<file path="config.mk">
export PLATFORM = sky130hd
export DESIGN_NAME = fdtb_cmdq
export DESIGN_NICKNAME = d
export VERILOG_FILES = /design/src/fdtb_pkg.sv /design/src/fdtb_cmdq.sv
export SDC_FILE = /design/constraint.sdc
export NUM_CORES = 1
export LEC_CHECK = 0
export BUFFER_PORTS_ARGS = -buffer_cell sky130_fd_sc_hd__buf_2
export CAP_MARGIN = 20
export CORE_ASPECT_RATIO = 1.25
export CORE_MARGIN = 4
export CORE_UTILIZATION = 28
export DETAILED_ROUTE_END_ITERATION = 7
export GPL_ROUTABILITY_DRIVEN = 0
export PLACE_DENSITY_LB_ADDON = 0.3
export SETUP_SLACK_MARGIN = 0.2
export SYNTH_ARGS = -nofsm -noshare
export SYNTH_HDL_FRONTEND = slang
export SYNTH_SLANG_ARGS = --single-unit
</file>
<file path="constraint.sdc">
create_clock -name clk -period 3.1 [get_ports clk]
set_input_delay 0 -clock clk [delete_from_list [all_inputs] [get_ports clk]]
set_output_delay 0 -clock clk [all_outputs]
set_load 0.05 [all_outputs]
</file>
<file path="src/fdtb_pkg.sv">
// Shared types, constants and codes of the fragment depth test and blend unit.
package fdtb_pkg;

  // Store geometry
  localparam int unsigned FB_PIXELS = 65536;
  localparam int unsigned IDX_W     = $clog2(FB_PIXELS);
  localparam int unsigned DEPTH_W   = 24;
  localparam logic [DEPTH_W-1:0] DEPTH_FULL = '1;

  // Queue between front and back
  localparam int unsigned CMDQ_DEPTH = 4;
  localparam int unsigned CMDQ_PTR_W = $clog2(CMDQ_DEPTH);
  localparam int unsigned CMDQ_CNT_W = $clog2(CMDQ_DEPTH + 1);

  // Result queue
  localparam int unsigned RESQ_DEPTH = 8;
  localparam int unsigned RESQ_PTR_W = $clog2(RESQ_DEPTH);
  localparam int unsigned RESQ_CNT_W = $clog2(RESQ_DEPTH + 4);

  // Divide by 255 as multiply by reciprocal; exact for dividends below 132626
  localparam int unsigned BSUM_W      = 17;
  localparam int unsigned RECIP_W     = 18;
  localparam logic [RECIP_W-1:0] RECIP_255 = 18'd131587;
  localparam int unsigned RECIP_SHIFT = 25;
  localparam int unsigned PROD_W      = BSUM_W + RECIP_W;

  // Opcodes
  localparam logic OP_FRAG  = 1'b0;
  localparam logic OP_CLEAR = 1'b1;

  // Blend mode codes
  localparam logic [2:0] MODE_REPLACE_Z = 3'd0;
  localparam logic [2:0] MODE_OVER      = 3'd1;
  localparam logic [2:0] MODE_MOD2X     = 3'd2;
  localparam logic [2:0] MODE_ADD       = 3'd3;
  localparam logic [2:0] MODE_OVER_Z    = 3'd4;

  // Register indexes on the configuration port
  localparam logic [1:0] REG_BLEND_MODE   = 2'd0;
  localparam logic [1:0] REG_DEPTH_EQUAL  = 2'd1;
  localparam logic [1:0] REG_SLACK_MARGIN = 2'd2;

  localparam logic [15:0] SLACK_MARGIN_RST = 16'd168;

  // Request class decided at the front
  typedef enum logic [2:0] {
    K_CLEAR,
    K_REPLACE,
    K_OVER,
    K_OVER_Z,
    K_MOD2X,
    K_ADD
  } kind_t;

  typedef struct packed {
    kind_t              kind;
    logic [IDX_W-1:0]   idx;
    logic [DEPTH_W-1:0] z;
    logic               slack;
    logic [7:0]         red;
    logic [7:0]         green;
    logic [7:0]         blue;
    logic [7:0]         alpha;
  } cmd_t;

  typedef struct packed {
    logic       color_written;
    logic       depth_written;
    logic [7:0] red;
    logic [7:0] green;
    logic [7:0] blue;
    logic [7:0] alpha;
  } res_t;

endpackage

</file>
<file path="src/fdtb_cmdq.sv">
// Short request queue between the front and the back.
module fdtb_cmdq (
  input  logic            clk,
  input  logic            rst_n,
  input  logic            wr_en,
  input  fdtb_pkg::cmd_t  wr_data,
  output logic            full,
  input  logic            rd_en,
  output fdtb_pkg::cmd_t  rd_data,
  output logic            valid
);
  import fdtb_pkg::*;

  cmd_t                  entries_r [CMDQ_DEPTH];
  logic [CMDQ_PTR_W-1:0] wr_ptr_r, wr_ptr_nxt;
  logic [CMDQ_PTR_W-1:0] rd_ptr_r, rd_ptr_nxt;
  logic [CMDQ_CNT_W-1:0] count_r, count_nxt;
  logic                  do_wr, do_rd;

  assign full    = (count_r == CMDQ_CNT_W'(CMDQ_DEPTH));
  assign valid   = (count_r != '0);
  assign rd_data = entries_r[rd_ptr_r];
  assign do_wr   = wr_en && !full;
  assign do_rd   = rd_en && valid;

  // Advance pointers and count
  always_comb begin
    wr_ptr_nxt = do_wr ? wr_ptr_r + 1'b1 : wr_ptr_r;
    rd_ptr_nxt = do_rd ? rd_ptr_r + 1'b1 : rd_ptr_r;
    count_nxt  = count_r + CMDQ_CNT_W'(do_wr) - CMDQ_CNT_W'(do_rd);
  end

  always_ff @(posedge clk) begin
    if (!rst_n) begin
      wr_ptr_r <= '0;
      rd_ptr_r <= '0;
      count_r  <= '0;
    end else begin
      wr_ptr_r <= wr_ptr_nxt;
      rd_ptr_r <= rd_ptr_nxt;
      count_r  <= count_nxt;
    end
  end

  always_ff @(posedge clk) begin
    if (do_wr) begin
      entries_r[wr_ptr_r] <= wr_data;
    end
  end

endmodule

</file>
# ---- After elaboration in Yosys (flattened, before gate mapping)
# Memory sizes are Yosys's and may differ from the RTL's. A register that Yosys moved wholly into a read port is not among the register bits.
# Index checks and enable logic that the tools add are counted.
# Widths: inputs -> output; s select.
dict set report totals {
  regBits 7
  ramBits 304
  input_bits 80
  out_inout_bits 78
  elab_cells 17
  mem_count 1
}
# memory words word_bits read_ports rd_clocked_by_memory_dff write_ports line
set memory_table {}
lappend memory_table {entries_r 4 76 1 1 1 fdtb_cmdq.sv:14} ;# cmd_t entries_r [CMDQ_DEPTH];
dict set report classes {
  add_sub_neg 4
  n_eq_ne 1
  muxes 4
  n_reduce_logical 4
}
# cell count
set op_table {}
lappend op_table {{$add 2x1->2 const B} 2}
lappend op_table {{$mux 2} 2}
lappend op_table {{$add 3x1->3} 1}
lappend op_table {{$eq 3x3->1 const B} 1}
lappend op_table {{$reduce_bool 3->1} 1}
lappend op_table {{$sub 3x1->3} 1}
lappend op_table {{$logic_and 1x1->1} 2}
lappend op_table {{$mux 1} 2}
lappend op_table {{$logic_not 1->1} 1}

# ---- Logic depth before layout (Yosys ltp)
dict set report logic_depth {
  word_depth 5
  mapped_depth 12
}

# ---- Least setup slack after synthesis
# Ideal clock, no wire load.
dict set report synth_path {
  kind {flip-flop to flip-flop}
  startpoint {reg count_r[2]}
  endpoint {mem entries_r[0][0] in the netlist's numbering, enable pin}
  arrival_time_ns 2.865
  required_time_ns 2.502
  setup_slack_ns -0.362
  stages_incl_launch_ff 5
  n_path_buf 1
  synth_period_minus_slack_ns 3.462
  cell_sequence {dfxtp_1 nor3b_1 nor2b_1 clkbuf_1 and2_1}
}
dict set report synth_via {
  elab_chain_cells 5
}
# element line
set synth_rtl {}
lappend synth_rtl {{start: declaration} fdtb_cmdq.sv:17} ;# logic [CMDQ_CNT_W-1:0] count_r, count_nxt;
lappend synth_rtl {{start signal: assignment} fdtb_cmdq.sv:41} ;# count_r <= count_nxt;
lappend synth_rtl {{$eq 3x3->1} fdtb_cmdq.sv:20} ;# assign full = (count_r == CMDQ_CNT_W'(CMDQ_DEPTH));
lappend synth_rtl {{net full} fdtb_cmdq.sv:7} ;# output logic full,
lappend synth_rtl {{$logic_not 1->1} fdtb_cmdq.sv:23} ;# assign do_wr = wr_en && !full;
lappend synth_rtl {{$logic_and 1x1->1} fdtb_cmdq.sv:23}
lappend synth_rtl {{$mux 1} fdtb_cmdq.sv:46} ;# if (do_wr) begin
lappend synth_rtl {{$mux 1 (implied by the code)} fdtb_cmdq.sv:47} ;# entries_r[wr_ptr_r] <= wr_data;
lappend synth_rtl {{end: declaration} fdtb_cmdq.sv:14}
# The timed path passes the listed nets, and every way through them passes these cells.

==> results <==
- In this run the critical register-to-register path is captured at count_r[2].
- Setup violations remaining at the end of the flow were counted as 0.
- Once the floorplan was initialized, standard cells occupied 28.48% of the core.
- Global routing consumed, on the met1 layer, 14.07% of the routing resources.
- The achievable clock frequency is 412.1 MHz.
- The layer with the highest usage is met2.
- The number of buffers inserted by post-CTS setup repair is 0.
- The number of flops mapped to enable cells by yosys is 304.
- The iteration count of the initial detailed-routing pass is 4.
- The count of vias placed by the detailed router is 5414.
- For the worst setup path, the data required time is 3.10 ns.
- Across every metal layer, demand over resource in global routing totals 10.75%.
- The met3 track utilization from global routing is 3.038%.
- The clock network accounts for 27.5% of the total power.
- The die area is 44330 µm².
- Setup repair after global routing left no endpoint under its margin.
- The power per standard cell area is 858.8 nW/µm².
- Synthesis produced 445 cells.
- The wire length of the first global-routing pass is 36760 µm.
- The CTS tree is yes.
- The worst register-to-register path begins at count_r[1].
- Entering global routing, the biggest net connects 46 pins.
- The synthesized netlist devotes 0.8500% of its cell area to simple gates.
- The number of inserted filler cells in the final layout is 3701.
- The number of nets in the synthesized netlist is 532.
- The proportion of layout cells with a drive suffix above 1 is 40.60%.
- OpenSTA, run right after detailed placement, puts the worst setup slack at 0.7921 ns.
- The number of max-cap violations is 0.
- The initial antenna violation count is 2.
- Summed over all cells, the static leakage comes to 4.955 nW.
- Among all cell types in the netlist, the one instantiated most often is sky130_fd_sc_hd__edfxtp_1.
- The number of clock buffers added by TritonCTS is 31.
- The die is 189.1 µm wide.
- STA classifies the critical path endpoint as an output pin.
- The number of flip-flops and latches in the synthesized netlist is 313.
- For the worst-skew pair, the clock arrives at the later sink with an insertion delay of 0.55 ns.
- The final net count is 805.
- STA puts the critical path data arrival time at 2.43 ns.
- The worst register-to-register path has a setup slack of 0.80 ns.
- Gates resized during post-CTS repair numbered 0.
- The number of input and output port buffers inserted is 157.
- The die span in y is 234.4 µm.
- The total DRC errors in the routed layout is 0.
- Detailed placement ended at an HPWL of 14490 µm.
- The max-slew violation total from the final report was 0.
- The sequential fraction of the synthesis area is 81.07%.
- The total overflow left after global routing is 0.
- The clock drives 313 sinks.
- The run finished with clean final reports.
- The proportion of register bits with asynchronous set or reset after synthesis is 0%.
- The count of nets left with antenna violations once routing finished came out at 0.
- In this run the mean area of a mapped cell was 25.80 µm².
- The most used flip-flop cell after synthesis is sky130_fd_sc_hd__edfxtp_1.
- After synthesis, the netlist uses 21 different library cells.
- The switching share of power is 33.96%.
- The parity-gate share of the synthesized area counting xor and xnor cells is 0.3051%.
- The finished cells cover 14820 µm².
- The main combinational cell family by area after synthesis is multiplexers.
- Of the post-synthesis cell area, the dominant cell type holds 79.50%.
- The type of the worst min-delay path is in -> reg.
- The sequential share of power is 42.0%.
- By count the netlist is led by sky130_fd_sc_hd__edfxtp_1 (304), sky130_fd_sc_hd__mux4_2 (76), sky130_fd_sc_hd__dfxtp_1 (9), sky130_fd_sc_hd__and2_1 (7), sky130_fd_sc_hd__ha_1 (6).
- The headroom to the max-slew limit is 59.88%.
- For met2 alone, demand over resource in global routing was 17.66%.
- After synthesis the cells add up to 11480 µm².
- The clock passes through at most 3 buffers.
- The via count of the first global-routing pass is 6138.
- The count of hold buffers inserted by post-cts repair is 80.
- The sum of negative setup slack is 0 ns.
- The portion of synthesized area spent on multiplexers is 15.08%.
- The floorplan has 82 rows.
- The net load switching power is 4.322 mW.
- The detailed-route wire length is 24010 µm.
- Dividing the detail-routed via count by the number of cells gives 4.210.
- The cell-internal power is 8.403 mW.
- The clock edge transition at the registers on the reported setup and hold paths is 0.06 ns.
- The final worst setup slack is 0.6733 ns.
- The capturing instance or port of the critical path is rd_data[38].
- The peak supply drop is 0.0004450 V.
- Of all nets on the critical path, the largest fanout is 28.
- After detailed placement, the total cell area comes to 13090 µm².
- The final critical path takes up 78.28% of the cycle.
- Sorting the synthesized cells by area gives the leading types as sky130_fd_sc_hd__edfxtp_1 (80%), sky130_fd_sc_hd__mux4_2 (15%), sky130_fd_sc_hd__dfxtp_1 (1.6%).
- The synthesized netlist devotes 0.8282% of its cell area to adder and majority cells.
- The transition at the pin with the smallest max-transition slack is 0.6018 ns.
- Relative to the synthesized area, the layout overhead comes to 29.04%.
- The element type at the critical path start is a flip-flop.
- Summing the areas of all compound-gate instances in the mapped netlist gives 0.1526% of the synthesized area.
- The cell accounting for the most synthesized area is sky130_fd_sc_hd__edfxtp_1.
- In this run the number of H-tree levels came out at 1.
- The worst clock skew is 0.007330 ns.
- The logic depth of the worst register-to-register path is 12.
- After floorplanning, the core was sized to cover 40320 µm².
- The routed length per instance is 18.67 µm.
- The minimum period implied by the final worst setup slack is 2.427 ns.
- The worst setup path is of the reg -> out kind.
- The number of hold violations in the final report came to 0.
- The count of warnings emitted by yosys is 0.
- The share of total power in combinational logic is 30.5%.
- The top-level port count is 158.
- The number of DRC violations after detailed-routing iteration 0 is 271.
- The buffer type at the clock tree root is sky130_fd_sc_hd__clkbuf_16.
[placed cells by master (no fill, tap or decap), types with 4 or more instances in the layout]
master                          instances
sky130_fd_sc_hd__inv_1                  5
sky130_fd_sc_hd__clkinv_1               6
sky130_fd_sc_hd__nor2b_1                4
sky130_fd_sc_hd__nand2_1                4
sky130_fd_sc_hd__and2_4                 4
sky130_fd_sc_hd__buf_2                157
sky130_fd_sc_hd__buf_4                 12
sky130_fd_sc_hd__clkbuf_16             31
sky130_fd_sc_hd__edfxtp_1             304
sky130_fd_sc_hd__buf_12                10
sky130_fd_sc_hd__dlygate4sd3_1         80
sky130_fd_sc_hd__xnor2_1                4
sky130_fd_sc_hd__clkinv_2               4
sky130_fd_sc_hd__dfxtp_1                7
sky130_fd_sc_hd__mux4_2                76
sky130_fd_sc_hd__ha_1                   6
sky130_fd_sc_hd__clkbuf_1              10
[layout make-up]
class | count | area (µm²) | area share (%)
timing repair buffer | 259 | 1877 | 12.67
sequential | 313 | 9316 | 62.88
multi-input combinational | 108 | 1992 | 13.44
antenna | 1 | 2.502 | 0.01689
inverter | 5 | 18.77 | 0.1267
tap | 546 | 683.2 | 4.611
clock inverter | 13 | 113.9 | 0.7685
clock buffer | 41 | 813.3 | 5.489
[cells by family (layout without fill, tap and decap cells)]
| kind of cell | after synthesis | count (layout) |
|---|---|---|
| mux | 78 | 78 |
| other cells | 0 | 1 |
| fa+ha+maj | 7 | 7 |
| flops | 313 | 313 |
| compound gates | 2 | 2 |
| buf+inv | 24 | 318 |
| simple gates | 17 | 17 |
| xor+xnor | 4 | 4 |
[critical path: stages, from the launching register on]
cell	delay, ns
sky130_fd_sc_hd__dfxtp_4	0.71
sky130_fd_sc_hd__buf_12	0.31
sky130_fd_sc_hd__mux4_2	0.57
sky130_fd_sc_hd__buf_2	0.23
[power groups by stage]
stage	registers, mW	clock network (mW)	logic [mW]
global placement	5.44	0	3.89
CTS	5.37	3.64	3.99
finish	5.35	3.50	3.88
floorplan	5.30	0	3.08
detailed placement	5.45	0	3.89
global route	5.41	3.81	4.12
[per-stage QoR]
stage	hold slack (ns)	utilization [%]	total power, mW	std cells
6_report	0.2043	36.75	12.73	1286
5_1_grt	0.1821	36.75	13.34	1286
2_1_floorplan	0.09887	-	8.379	445
4_1_cts	0.1572	36.74	13.00	1285
3_5_place_dp	0.2188	32.46	9.347	1151
3_3_place_gp	0.2168	32.46	9.337	1151
[metal layers]
layer,vias up,routed length (µm),share of wire [%]
met1,2796,10330,43
met5,-,13,0.054
met2,133,11630,48
li1,2445,-,-
met4,2,517,2.2
met3,38,1521,6.3
[worst min-delay path by stage]
stage | slack (ns) | start | end | cells past startpoint
floorplan | 0.1 | wr_data[0] | entries_r[0][0] | 0
global placement | 0.22 | wr_data[25] | entries_r[2][25] | 1
detailed placement | 0.22 | wr_data[35] | entries_r[3][35] | 1
CTS | 0.16 | wr_data[23] | entries_r[0][23] | 2
global route | 0.18 | wr_data[8] | entries_r[2][8] | 2
finish | 0.20 | wr_data[25] | entries_r[2][25] | 2
[state kept, by name, summed over array words and instances, names as in the netlist, named ones only]
name,flops
entries_r,304
wr_ptr_r,2
rd_ptr_r,2
count_r,3
Note: power is estimated with default switching activity, not from simulation.
