**config.mk**
```make
export PLATFORM = sky130hd
export DESIGN_NAME = fdtb_front
export DESIGN_NICKNAME = d
export VERILOG_FILES = /design/src/fdtb_pkg.sv /design/src/fdtb_front.sv
export SDC_FILE = /design/constraint.sdc
export NUM_CORES = 1
export LEC_CHECK = 0
export BUFFER_PORTS_ARGS = -buffer_cell sky130_fd_sc_hd__buf_2
export CORE_ASPECT_RATIO = 1.1
export CORE_UTILIZATION = 38
export CTS_BUF_LIST = sky130_fd_sc_hd__clkbuf_4
export DETAILED_ROUTE_END_ITERATION = 8
export HOLD_SLACK_MARGIN = 0.03
export PLACE_DENSITY = 0.77
export REMOVE_ABC_BUFFERS = 1
export SKIP_LAST_GASP = 1
export SLEW_MARGIN = 20
export SYNTH_ARGS = -nofsm -noshare
export SYNTH_HDL_FRONTEND = slang
export SYNTH_SLANG_ARGS = --single-unit
```
**constraint.sdc**
```tcl
create_clock -name clk -period 5 [get_ports clk]
set_clock_uncertainty 0.05 [all_clocks]
set_input_delay 1 -clock clk [delete_from_list [all_inputs] [get_ports clk]]
set_output_delay 1 -clock clk [all_outputs]
set_load 0.01 [all_outputs]
```
**src/fdtb_pkg.sv**
```systemverilog
// Shared types, constants and codes of the fragment depth test and blend unit.
package fdtb_pkg;

  // Store geometry
  localparam int unsigned FB_PIXELS = 65536;
  localparam int unsigned IDX_W     = $clog2(FB_PIXELS);
  localparam int unsigned DEPTH_W   = 24;
  localparam logic [DEPTH_W-1:0] DEPTH_FULL = '1;

  // Queue between front and back
  localparam int unsigned CMDQ_DEPTH = 4;
  localparam int unsigned CMDQ_PTR_W = $clog2(CMDQ_DEPTH);
  localparam int unsigned CMDQ_CNT_W = $clog2(CMDQ_DEPTH + 1);

  // Result queue
  localparam int unsigned RESQ_DEPTH = 8;
  localparam int unsigned RESQ_PTR_W = $clog2(RESQ_DEPTH);
  localparam int unsigned RESQ_CNT_W = $clog2(RESQ_DEPTH + 4);

  // Divide by 255 as multiply by reciprocal; exact for dividends below 132626
  localparam int unsigned BSUM_W      = 17;
  localparam int unsigned RECIP_W     = 18;
  localparam logic [RECIP_W-1:0] RECIP_255 = 18'd131587;
  localparam int unsigned RECIP_SHIFT = 25;
  localparam int unsigned PROD_W      = BSUM_W + RECIP_W;

  // Opcodes
  localparam logic OP_FRAG  = 1'b0;
  localparam logic OP_CLEAR = 1'b1;

  // Blend mode codes
  localparam logic [2:0] MODE_REPLACE_Z = 3'd0;
  localparam logic [2:0] MODE_OVER      = 3'd1;
  localparam logic [2:0] MODE_MOD2X     = 3'd2;
  localparam logic [2:0] MODE_ADD       = 3'd3;
  localparam logic [2:0] MODE_OVER_Z    = 3'd4;

  // Register indexes on the configuration port
  localparam logic [1:0] REG_BLEND_MODE   = 2'd0;
  localparam logic [1:0] REG_DEPTH_EQUAL  = 2'd1;
  localparam logic [1:0] REG_SLACK_MARGIN = 2'd2;

  localparam logic [15:0] SLACK_MARGIN_RST = 16'd168;

  // Request class decided at the front
  typedef enum logic [2:0] {
    K_CLEAR,
    K_REPLACE,
    K_OVER,
    K_OVER_Z,
    K_MOD2X,
    K_ADD
  } kind_t;

  typedef struct packed {
    kind_t              kind;
    logic [IDX_W-1:0]   idx;
    logic [DEPTH_W-1:0] z;
    logic               slack;
    logic [7:0]         red;
    logic [7:0]         green;
    logic [7:0]         blue;
    logic [7:0]         alpha;
  } cmd_t;

  typedef struct packed {
    logic       color_written;
    logic       depth_written;
    logic [7:0] red;
    logic [7:0] green;
    logic [7:0] blue;
    logic [7:0] alpha;
  } res_t;

endpackage

```
**src/fdtb_front.sv**
```systemverilog
// Front stage: accept requests and classify them by opcode and blend mode.
module fdtb_front (
  input  logic                   clk,
  input  logic                   rst_n,
  input  logic                   push,
  output logic                   full,
  input  logic                   in_opcode,
  input  logic [15:0]            in_pixel_index,
  input  logic [23:0]            in_frag_depth,
  input  logic                   in_slack_hit,
  input  logic [7:0]             in_src_red,
  input  logic [7:0]             in_src_green,
  input  logic [7:0]             in_src_blue,
  input  logic [7:0]             in_src_alpha,
  input  logic [2:0]             blend_mode,
  output logic                   q_push,
  output fdtb_pkg::cmd_t         q_data,
  input  logic                   q_full
);
  import fdtb_pkg::*;

  logic  valid_r, valid_nxt;
  cmd_t  cmd_r;
  kind_t kind;
  logic  accept;

  // Classify the incoming request
  always_comb begin
    if (in_opcode == OP_CLEAR) begin
      kind = K_CLEAR;
    end else begin
      case (blend_mode)
        MODE_OVER:   kind = K_OVER;
        MODE_OVER_Z: kind = K_OVER_Z;
        MODE_MOD2X:  kind = K_MOD2X;
        MODE_ADD:    kind = K_ADD;
        default:     kind = K_REPLACE;
      endcase
    end
  end

  // Hold while the queue is full
  assign full   = valid_r && q_full;
  assign accept = push && !full;
  assign q_push = valid_r && !q_full;
  assign q_data = cmd_r;

  assign valid_nxt = accept || (valid_r && q_full);

  always_ff @(posedge clk) begin
    if (!rst_n) begin
      valid_r <= 1'b0;
    end else begin
      valid_r <= valid_nxt;
    end
  end

  // Capture payload
  always_ff @(posedge clk) begin
    if (accept) begin
      cmd_r.kind  <= kind;
      cmd_r.idx   <= in_pixel_index;
      cmd_r.z     <= in_frag_depth;
      cmd_r.slack <= in_slack_hit;
      cmd_r.red   <= in_src_red;
      cmd_r.green <= in_src_green;
      cmd_r.blue  <= in_src_blue;
      cmd_r.alpha <= in_src_alpha;
    end
  end

endmodule

```
* Yosys cells after proc, flatten, opt, wreduce, memory -nomap -nowiden *
Index checks and enable logic that the tools add are counted.

cells by class
  reduce and logical (&&, ||, !) cells = 6
  eq/ne operators = 4
  multiplexer cells = 1

operators with widths
  kind                  number
  $pmux W3 S4           1
  $eq A3 B2 Y1 const B  2
  $eq A3 B1 Y1 const B  1
  $eq A3 B3 Y1 const B  1
  $logic_and A1 B1 Y1   3
  $logic_not A1 Y1      2
  $logic_or A1 B1 Y1    1

word-level totals
  bits in registers = 77
  input bits = 81
  logic and storage cells = 20
  output and inout bits = 78

* Depth between registers and ports, before layout *
Gate-level depths: netlist (run 1).

  word-level depth = 4
  mapped depth = 2
  gate-level depth less buffers = 2

* Worst setup path before layout (run 1) *
OpenSTA, ideal clock, no wires.

  path type = input -> register
  start = input q_full
  end = register cmd_r, in the netlist q_data[0] (enable)
  library setup time = 519 ps
  setup slack = -112 ps
  buffers on the path = 0
  data arrival time = 4,542 ps
  cell stages on the path = 2
  required time = 4,431 ps
  cell sequence = and2_4 -> nor2b_1

between the ends
  word-level cells in the longest chain between the ends = 3

RTL lines
  element              line              RTL
  start: declaration   fdtb_front.sv:18  input logic q_full
  $logic_and A1 B1 Y1  fdtb_front.sv:43  assign full = valid_r && q_full;
  $logic_not A1 Y1     fdtb_front.sv:44  assign accept = push && !full;
  $logic_and A1 B1 Y1  fdtb_front.sv:44
  net accept           fdtb_front.sv:25  logic accept;
  end: declaration     fdtb_front.sv:23  cmd_t cmd_r;

The timed path passes the listed nets, and every way through them passes these cells.
A chain may end at the register's enable or synchronous reset.

* Worst setup path in the final report (run 1) *
  start = input q_full
  end = register cmd_r, in the netlist q_data[3] (enable)

Same word-level chain as after synthesis.

==> results of run 1 <==
worst max-delay path by stage:
stage / from / to / slack [ps]
6_report: q_full / q_data[3] / 2480
4_1_cts: q_full / q_data[3] / 2500
2_1_floorplan: q_full / q_data[0] / -110
5_1_grt: q_full / q_data[3] / 2410
3_3_place_gp: q_full / q_data[67] / 2100
3_5_place_dp: q_full / q_data[58] / 2050
through the flow:
step	setup slack [ps]	total power, µW	utilization, %	instance area [µm²]	hold slack (ps)
after floorplan	-111.8	817.7	-	2375	526.3
after global placement	2100	882.2	55.41	3277	531.3
after detailed placement	2054	887.0	55.41	3277	560.9
after CTS	2497	1237	57.61	3407	594.0
after global routing	2410	1266	57.61	3407	619.3
final	2479	1222	57.61	3407	592.4
critical path, delay by kind of cell:
| kind | cells | cell delay, ps |
|---|---|---|
| simple gates | 2 | 740 |
| buf+inv | 2 | 730 |
cells by family (layout without fill, tap and decap cells):
group	after synthesis	after routing	share of synthesized area [%]
flip-flops	77	77	96.94
XOR/XNOR	2	2	0.7378
buffers and inverters	1	176	0.1579
AND/OR/NAND/NOR	5	5	1.633
AO/OA/AOI/OAI	2	2	0.5268
flip-flops by register name, indices dropped and copies added, names as in the netlist:
register / count
q_data: 76
valid_r: 1
power groups by stage:
stage / Clock [µW] / Combinational [µW] / Sequential [µW]
after floorplan: 0 / 15.3 / 802
after global placement: 0 / 106 / 776
after detailed placement: 0 / 109 / 778
after CTS: 364 / 109 / 763
after global routing: 384 / 116 / 766
final: 352 / 108 / 762
synthesized netlist by cell type, drive strengths merged:
cell,count,area (µm²)
a21oi,1,5.000
and2,1,8.760
dfxtp,1,20.02
edfxtp,76,2282
inv,1,3.750
nor2b,2,12.51
nor3,1,10.01
nor3b,1,7.510
o21a,1,7.510
xnor2,1,8.760
xor2,1,8.760
layer usage:
layer  GRT usage, %  vias to the layer above  part of all wire, %
li1               -                      684                    -
met1          14.64                      640                   35
met2          25.50                      101                   50
met3          9.247                       16                   12
met4          10.29                        4                  2.4
met5              0                        -                 0.44
final cells by class:
class / instances / area [µm²] / share of cell area (%)
sequential: 77 / 2302 / 67.57
clock buffer: 10 / 75.07 / 2.203
clock inverter: 6 / 55.05 / 1.616
timing repair buffer: 159 / 798.3 / 23.43
tap: 77 / 96.34 / 2.828
multi-input combinational: 9 / 76.32 / 2.240
inverter: 1 / 3.754 / 0.1102
==> impl_metrics.json, run 1 <==
{
  "drc": 0,
  "r2r_setup_slack_ps": 2870,
  "leakagePower_uw": 0.001479,
  "ioPinCount": 159,
  "io_buffers": 158,
  "r2r-end": "q_data[3]",
  "postCtsHoldBufs": 0,
  "sw_frac_of_total_pct": 21.75,
  "rows": 29,
  "ys_warn_count": 0,
  "fp.dieH_um": 84.91,
  "cts_tree": "done",
  "drtPass1Iterations": 4,
  "ant_nets": 0,
  "cts_buffer_depth": 2,
  "min_period_ps": 2521,
  "cts_resized": 0,
  "ys_ff_latch": 77,
  "critPathMaxFanout": 49,
  "hold_viol_final": 0,
  "seqPwrFrac_pct": 62.4,
  "diodes": 0,
  "rsz0062_at_grt": "false",
  "vias_per_cell": 4.263,
  "hpwl_um": 3775,
  "hold_depth": 2,
  "fin_setup_tns_ps": 0,
  "ys_types": 11,
  "holdCritPathClass": "reg -> reg",
  "fin_crit_sh_pct": 50.42,
  "drive_gt1_share_pct": 67.18,
  "htreeDepth": 3,
  "overflow": 0,
  "fill_cells": 463,
  "pwr-share-clk_pct": 28.8,
  "min_from": "valid_r",
  "cp_data_required_time_ps": 4980,
  "startpoint_type": "input port",
  "place_inst": 323,
  "critPathCaptureType": "flip-flop",
  "start_util_pct": 40.15,
  "synthesis.area_um2": 2375,
  "final_common_cell": "buf_2",
  "die_w_um": 77.38,
  "root_buffer": "clkbuf_4",
  "final_cells": 339,
  "grt_pass1_vias": 1501,
  "layout_common_cells": "158 x buf_2, 76 x edfxtp_1, 10 x clkbuf_4",
  "ir_drop_mv": 0.2241,
  "cp.arrival_ps": 2510,
  "power_frac_comb_pct": 8.8,
  "dieArea_um2": 6570,
  "clkLatencyLatePin_ps": 400,
  "fmax_mhz": 396.7,
  "grt_usage_pct": 15.59,
  "grt_antenna_before_repair": 2,
  "max_stage_delay_ps": 630,
  "timing.rr.start": "valid_r",
  "vias": 1445,
  "syn_inst": 87,
  "setup.worst_path.class": "in -> reg",
  "crit_path_top_delay_cell": "buf_4",
  "p_switching_uw": 265.8,
  "tightest_slew_ps": 723.8,
  "syn_avg_cell_area_um2": 27.30,
  "status": "finished, final reports clean",
  "cts_buffers": 9,
  "setup_viol": 0,
  "final_nets": 338,
  "relSlewSlack_pct": 51.65,
  "cts.clk_slew.worst_paths_ps": 120,
  "coreArea_um2": 5914,
  "power_density_nw_per_um2": 358.6,
  "ys_seq_area_share_pct": 96.94,
  "routed_wl_um": 4966,
  "grt_max_degree": 50,
  "cts_sinks": 77,
  "worstRegToRegCells": 3,
  "area_growth_pct": 43.47,
  "drv_cap": 0,
  "gp_congestion": 0.6696,
  "intPower_uw": 956.0,
  "grt_pass1_wl_um": 7169,
  "wl_per_cell_um": 14.65,
  "drv_slew": 0,
  "whs_endpoint": "valid_r",
  "post_cts_buffers": 0,
  "crit_chain": "buf_2 -> and2_4 -> nor2b_4 -> buf_4",
  "drt-initial-drc-count": 60
}
Power figures use the tool's default switching activity.
==> run 2: changes to the inputs <==
==> constraint.sdc (replaced) <==
create_clock -name clk -period 2.05 [get_ports clk]
set_clock_uncertainty 0.05 [all_clocks]
set_input_delay 0.41 -clock clk [delete_from_list [all_inputs] [get_ports clk]]
set_output_delay 0.41 -clock clk [all_outputs]
set_load 0.01 [all_outputs]
==> impl_metrics.json, run 2 (synthesized netlist as in run 1, its figures left out) <==
{
  "final_common_cell": "buf_2",
  "coreArea_um2": 5914,
  "ioPinCount": 159,
  "grt_max_degree": 77,
  "vias": 1444,
  "root_buffer": "clkbuf_4",
  "layout_common_cells": "158 x buf_2, 76 x edfxtp_1, 11 x clkbuf_4",
  "relSlewSlack_pct": 73.54,
  "fmax_mhz": 671.6,
  "cp_data_required_time_ps": 1590,
  "setup_viol": 0,
  "die_w_um": 77.38,
  "grt_usage_pct": 14.85,
  "cts_resized": 0,
  "htreeDepth": 3,
  "drive_gt1_share_pct": 67.56,
  "critPathCaptureType": "output pin",
  "fp.dieH_um": 84.91,
  "status": "finished, final reports clean",
  "grt_pass1_vias": 1407,
  "setup.worst_path.class": "reg -> out",
  "drv_cap": 0,
  "wl_per_cell_um": 14.16,
  "io_buffers": 158,
  "gp_congestion": 0.7024,
  "largest_register_ffs": 76,
  "cts_buffer_depth": 2,
  "rows": 29,
  "cts_tree": "done",
  "grt_pass1_wl_um": 6817,
  "drv_slew": 0,
  "fin_setup_tns_ps": 0,
  "hold_viol_final": 0,
  "drc": 0,
  "rsz0062_at_grt": "false",
  "cts.clk_slew.worst_paths_ps": 110,
  "postCtsHoldBufs": 0,
  "ant_nets": 0,
  "holdCritPathClass": "in -> reg",
  "hpwl_um": 3660,
  "vias_per_cell": 4.247,
  "routed_wl_um": 4815,
  "grt_antenna_before_repair": 3,
  "start_util_pct": 40.15,
  "post_cts_buffers": 0,
  "fin_crit_sh_pct": 72.64,
  "overflow": 0,
  "cp.arrival_ps": 1030,
  "power_density_nw_per_um2": 928.8,
  "cts_buffers": 9,
  "place_inst": 323,
  "final_cells": 340,
  "ir_drop_mv": 0.5396,
  "area_growth_pct": 46.26,
  "min_period_ps": 1489,
  "clkLatencyLatePin_ps": 390,
  "critPathMaxFanout": 3,
  "startpoint_type": "flip-flop",
  "drtPass1Iterations": 4,
  "tightest_slew_ps": 396.9,
  "cts_sinks": 77,
  "dieArea_um2": 6570,
  "final_nets": 338,
  "leakagePower_uw": 0.001511,
  "drt-initial-drc-count": 60
}
-- run 2: layout make-up --
cell class / count / area [µm²]
Antenna cell: 1 / 2.502
Clock buffer: 11 / 82.58
Clock inverter: 5 / 98.84
Fill cell: 486 / 2441
Inverter: 1 / 3.754
Multi-Input combinational cell: 9 / 76.32
Sequential cell: 77 / 2302
Tap cell: 77 / 96.34
Timing Repair Buffer: 159 / 810.8
-- run 2: path summary, 6_finish.rpt --
path / startpoint / endpoint / slack (ps) / cells after the start
min: in_src_blue[7] / q_data[15] / 130 / 1
max reg2reg: valid_r / q_data[4] / 680 / 3
max: valid_r / full / 560 / 2
min reg2reg: valid_r / valid_r / 590 / 2
-- run 2: through the flow --
stage	total power (µW)	area (µm²)	setup slack, ps	hold slack [ps]	utilization (%)
after detailed placement	2165	3289	464.6	538.1	55.62
after global routing	3346	3471	486.0	85.49	58.68
after global placement	2154	3289	500.3	531.3	55.62
final	3226	3473	560.9	129.7	58.73
after CTS	3265	3471	520.8	97.45	58.68
after floorplan	1995	2375	-2472	458.9	-
-- run 2: worst max-delay path, stage by stage, from the launching register on --
cell,delay (ps)
dfxtp_1,340
and2_4,160
buf_2,130
-- run 2: power by group --
| group | total [µW] | internal, µW | switching [µW] | leakage [µW] |
|---|---|---|---|---|
| logic | 265 | 122 | 143 | 0.000668 |
| clock network | 1100 | 641 | 464 | 0.0000985 |
| registers | 1860 | 1840 | 18.9 | 0.000744 |
-- run 2: routing by layer --
| metal | GRT usage [%] | wire, µm | vias up |
|---|---|---|---|
| met5 | 0 | 26 | - |
| met4 | 8.748 | 103 | 4 |
| met3 | 10.65 | 662 | 15 |
| met2 | 23.81 | 2385 | 100 |
| met1 | 13.57 | 1636 | 633 |
| li1 | - | - | 692 |
==> run 3: changes to the inputs <==
--- a/config.mk
+++ b/config.mk
@@ -7,11 +7,11 @@
 export LEC_CHECK = 0
 export BUFFER_PORTS_ARGS = -buffer_cell sky130_fd_sc_hd__buf_2
 export CORE_ASPECT_RATIO = 1.1
-export CORE_UTILIZATION = 38
+export CORE_UTILIZATION = 43
 export CTS_BUF_LIST = sky130_fd_sc_hd__clkbuf_4
 export DETAILED_ROUTE_END_ITERATION = 8
 export HOLD_SLACK_MARGIN = 0.03
-export PLACE_DENSITY = 0.77
+export PLACE_DENSITY = 0.82
 export REMOVE_ABC_BUFFERS = 1
 export SKIP_LAST_GASP = 1
 export SLEW_MARGIN = 20
==> constraint.sdc (replaced) <==
create_clock -name clk -period 1.37 [get_ports clk]
set_clock_uncertainty 0.05 [all_clocks]
set_input_delay 0.274 -clock clk [delete_from_list [all_inputs] [get_ports clk]]
set_output_delay 0.274 -clock clk [all_outputs]
set_load 0.01 [all_outputs]
==> impl_metrics.json, run 3 (synthesized netlist as in run 1, its figures left out) <==
{
  "leakagePower_uw": 0.001813,
  "grt_antenna_before_repair": 0,
  "min_from": "blend_mode[1]",
  "diodes": 0,
  "cp.arrival_ps": 1630,
  "grt_pass1_wl_um": 9936,
  "critPathCaptureType": "flip-flop",
  "ant_nets": 0,
  "cts_sinks": 77,
  "hold_viol_final": 0,
  "fin_crit_sh_pct": 102.6,
  "largest_register_ffs": 76,
  "power_density_nw_per_um2": 1083,
  "drc": 0,
  "cts_buffer_depth": 2,
  "layout_common_cells": "157 x buf_2, 76 x edfxtp_1, 75 x dlygate4sd3_1",
  "rsz0062_at_grt": "true",
  "seqPwrFrac_pct": 61.3,
  "p_switching_uw": 1010,
  "cts.clk_slew.worst_paths_ps": 110,
  "die_w_um": 72.86,
  "status": "complete, but fails checks",
  "vias": 1870,
  "clkLatencyLatePin_ps": 380,
  "power_frac_comb_pct": 13.5,
  "whs_endpoint": "q_data[74]",
  "drt-initial-drc-count": 63,
  "cts_tree": "done",
  "timing.rr.start": "valid_r",
  "fin_setup_tns_ps": -35.29,
  "coreArea_um2": 5360,
  "final_nets": 415,
  "r2r_setup_slack_ps": -30,
  "hold_depth": 2,
  "place_inst": 323,
  "grt_pass1_vias": 1982,
  "worstRegToRegCells": 3,
  "sw_frac_of_total_pct": 22.23,
  "drtPass1Iterations": 4,
  "intPower_uw": 3535,
  "critPathMaxFanout": 1,
  "pwr-share-clk_pct": 25.1,
  "grt_max_degree": 28,
  "drv_slew": 0,
  "layout_setup_ws_ps": -35.29,
  "fp.dieH_um": 79.94,
  "fill_cells": 291,
  "start_util_pct": 44.30,
  "htreeDepth": 3,
  "drv_cap": 0,
  "ioPinCount": 159,
  "pre_cts_ws_ps": 33.30,
  "tightest_slew_ps": 238.3,
  "wl_per_cell_um": 17.17,
  "whs_ps": 157.0,
  "ir_drop_mv": 0.9758,
  "holdCritPathClass": "in -> reg",
  "min_period_ps": 1405,
  "r2r-end": "valid_r",
  "area_growth_pct": 76.66,
  "grt_usage_pct": 24.72,
  "violations": "setup timing",
  "setup.worst_path.class": "in -> reg",
  "cts_buffers": 9,
  "rows": 28,
  "gp_congestion": 0.7014,
  "root_buffer": "clkbuf_4",
  "io_buffers": 158,
  "setup_viol": 1,
  "overflow": 0,
  "relSlewSlack_pct": 84.08,
  "hpwl_um": 3718,
  "drive_gt1_share_pct": 52.80,
  "dieArea_um2": 5824,
  "final_common_cell": "buf_2",
  "cp_data_required_time_ps": 1600,
  "fmax_mhz": 711.6,
  "vias_per_cell": 4.517,
  "routed_wl_um": 7107,
  "final_cells": 414,
  "startpoint_type": "input port"
}
[run 3: cell types whose count changed in the layout (fill, tap and decap cells not counted), sizes merged]
cell / change
dlygate4sd3: +75
bufinv: -3
buf: +2
clkbuf: +2
clkinv: +1
diode: -1
[run 3: per-stage QoR]
step,cell area (µm²),util (%),power (µW)
final,4195,78.27,4545
after detailed placement,3327,62.07,3258
after global routing,4195,78.27,4727
after floorplan,2375,-,2984
after global placement,3327,62.07,3242
after CTS,4189,78.15,4526
[run 3: how the worst max path moves through the flow]
stage,start,endpoint,slack [ps],cells after the start
final,rst_n,valid_r,-40,4
after global placement,q_full,q_data[41],50,4
after CTS,valid_r,full,7,2
after global routing,valid_r,q_push,-60,2
after detailed placement,q_full,q_data[26],30,4
after floorplan,q_full,q_data[0],-3020,2
[run 3: layout make-up]
class	count	area, µm²	area share [%]
sequential	77	2303	54.91
clock buffer	13	97.59	2.326
clock inverter	3	12.51	0.2982
tap	75	93.84	2.237
inverter	1	3.754	0.08947
multi-input combinational	9	76.32	1.819
timing repair buffer	236	1608	38.32
[run 3: critical path, cell delays in order]
cell and delay [ps]:
dlygate4sd3_1 530, buf_2 140, o21a_1 130, dlygate4sd3_1 560
[run 3: repair_timing]
action | 4_1_cts | 5_1_grt
setup endpoints to repair | 1 | 3
setup buffers | 0 | 0
hold endpoints to repair | 74 | 0
hold buffers | 75 | 0
resized for setup | 1 | 1
[run 3: power groups by stage]
stage               clock, µW  combinational [µW]  sequential, µW
finish                   1140                 614            2790
global route             1270                 653            2800
CTS                      1160                 588            2780
detailed placement          0                 422            2840
global placement            0                 411            2830
floorplan                   0                55.8            2930
[run 3: metal layers]
metal	track usage, %	routed length (µm)	vias up
li1	-	-	840
met1	26.20	2480	888
met2	43.18	3779	126
met3	9.975	637	16
met4	10.39	209	0
met5	0	0	-
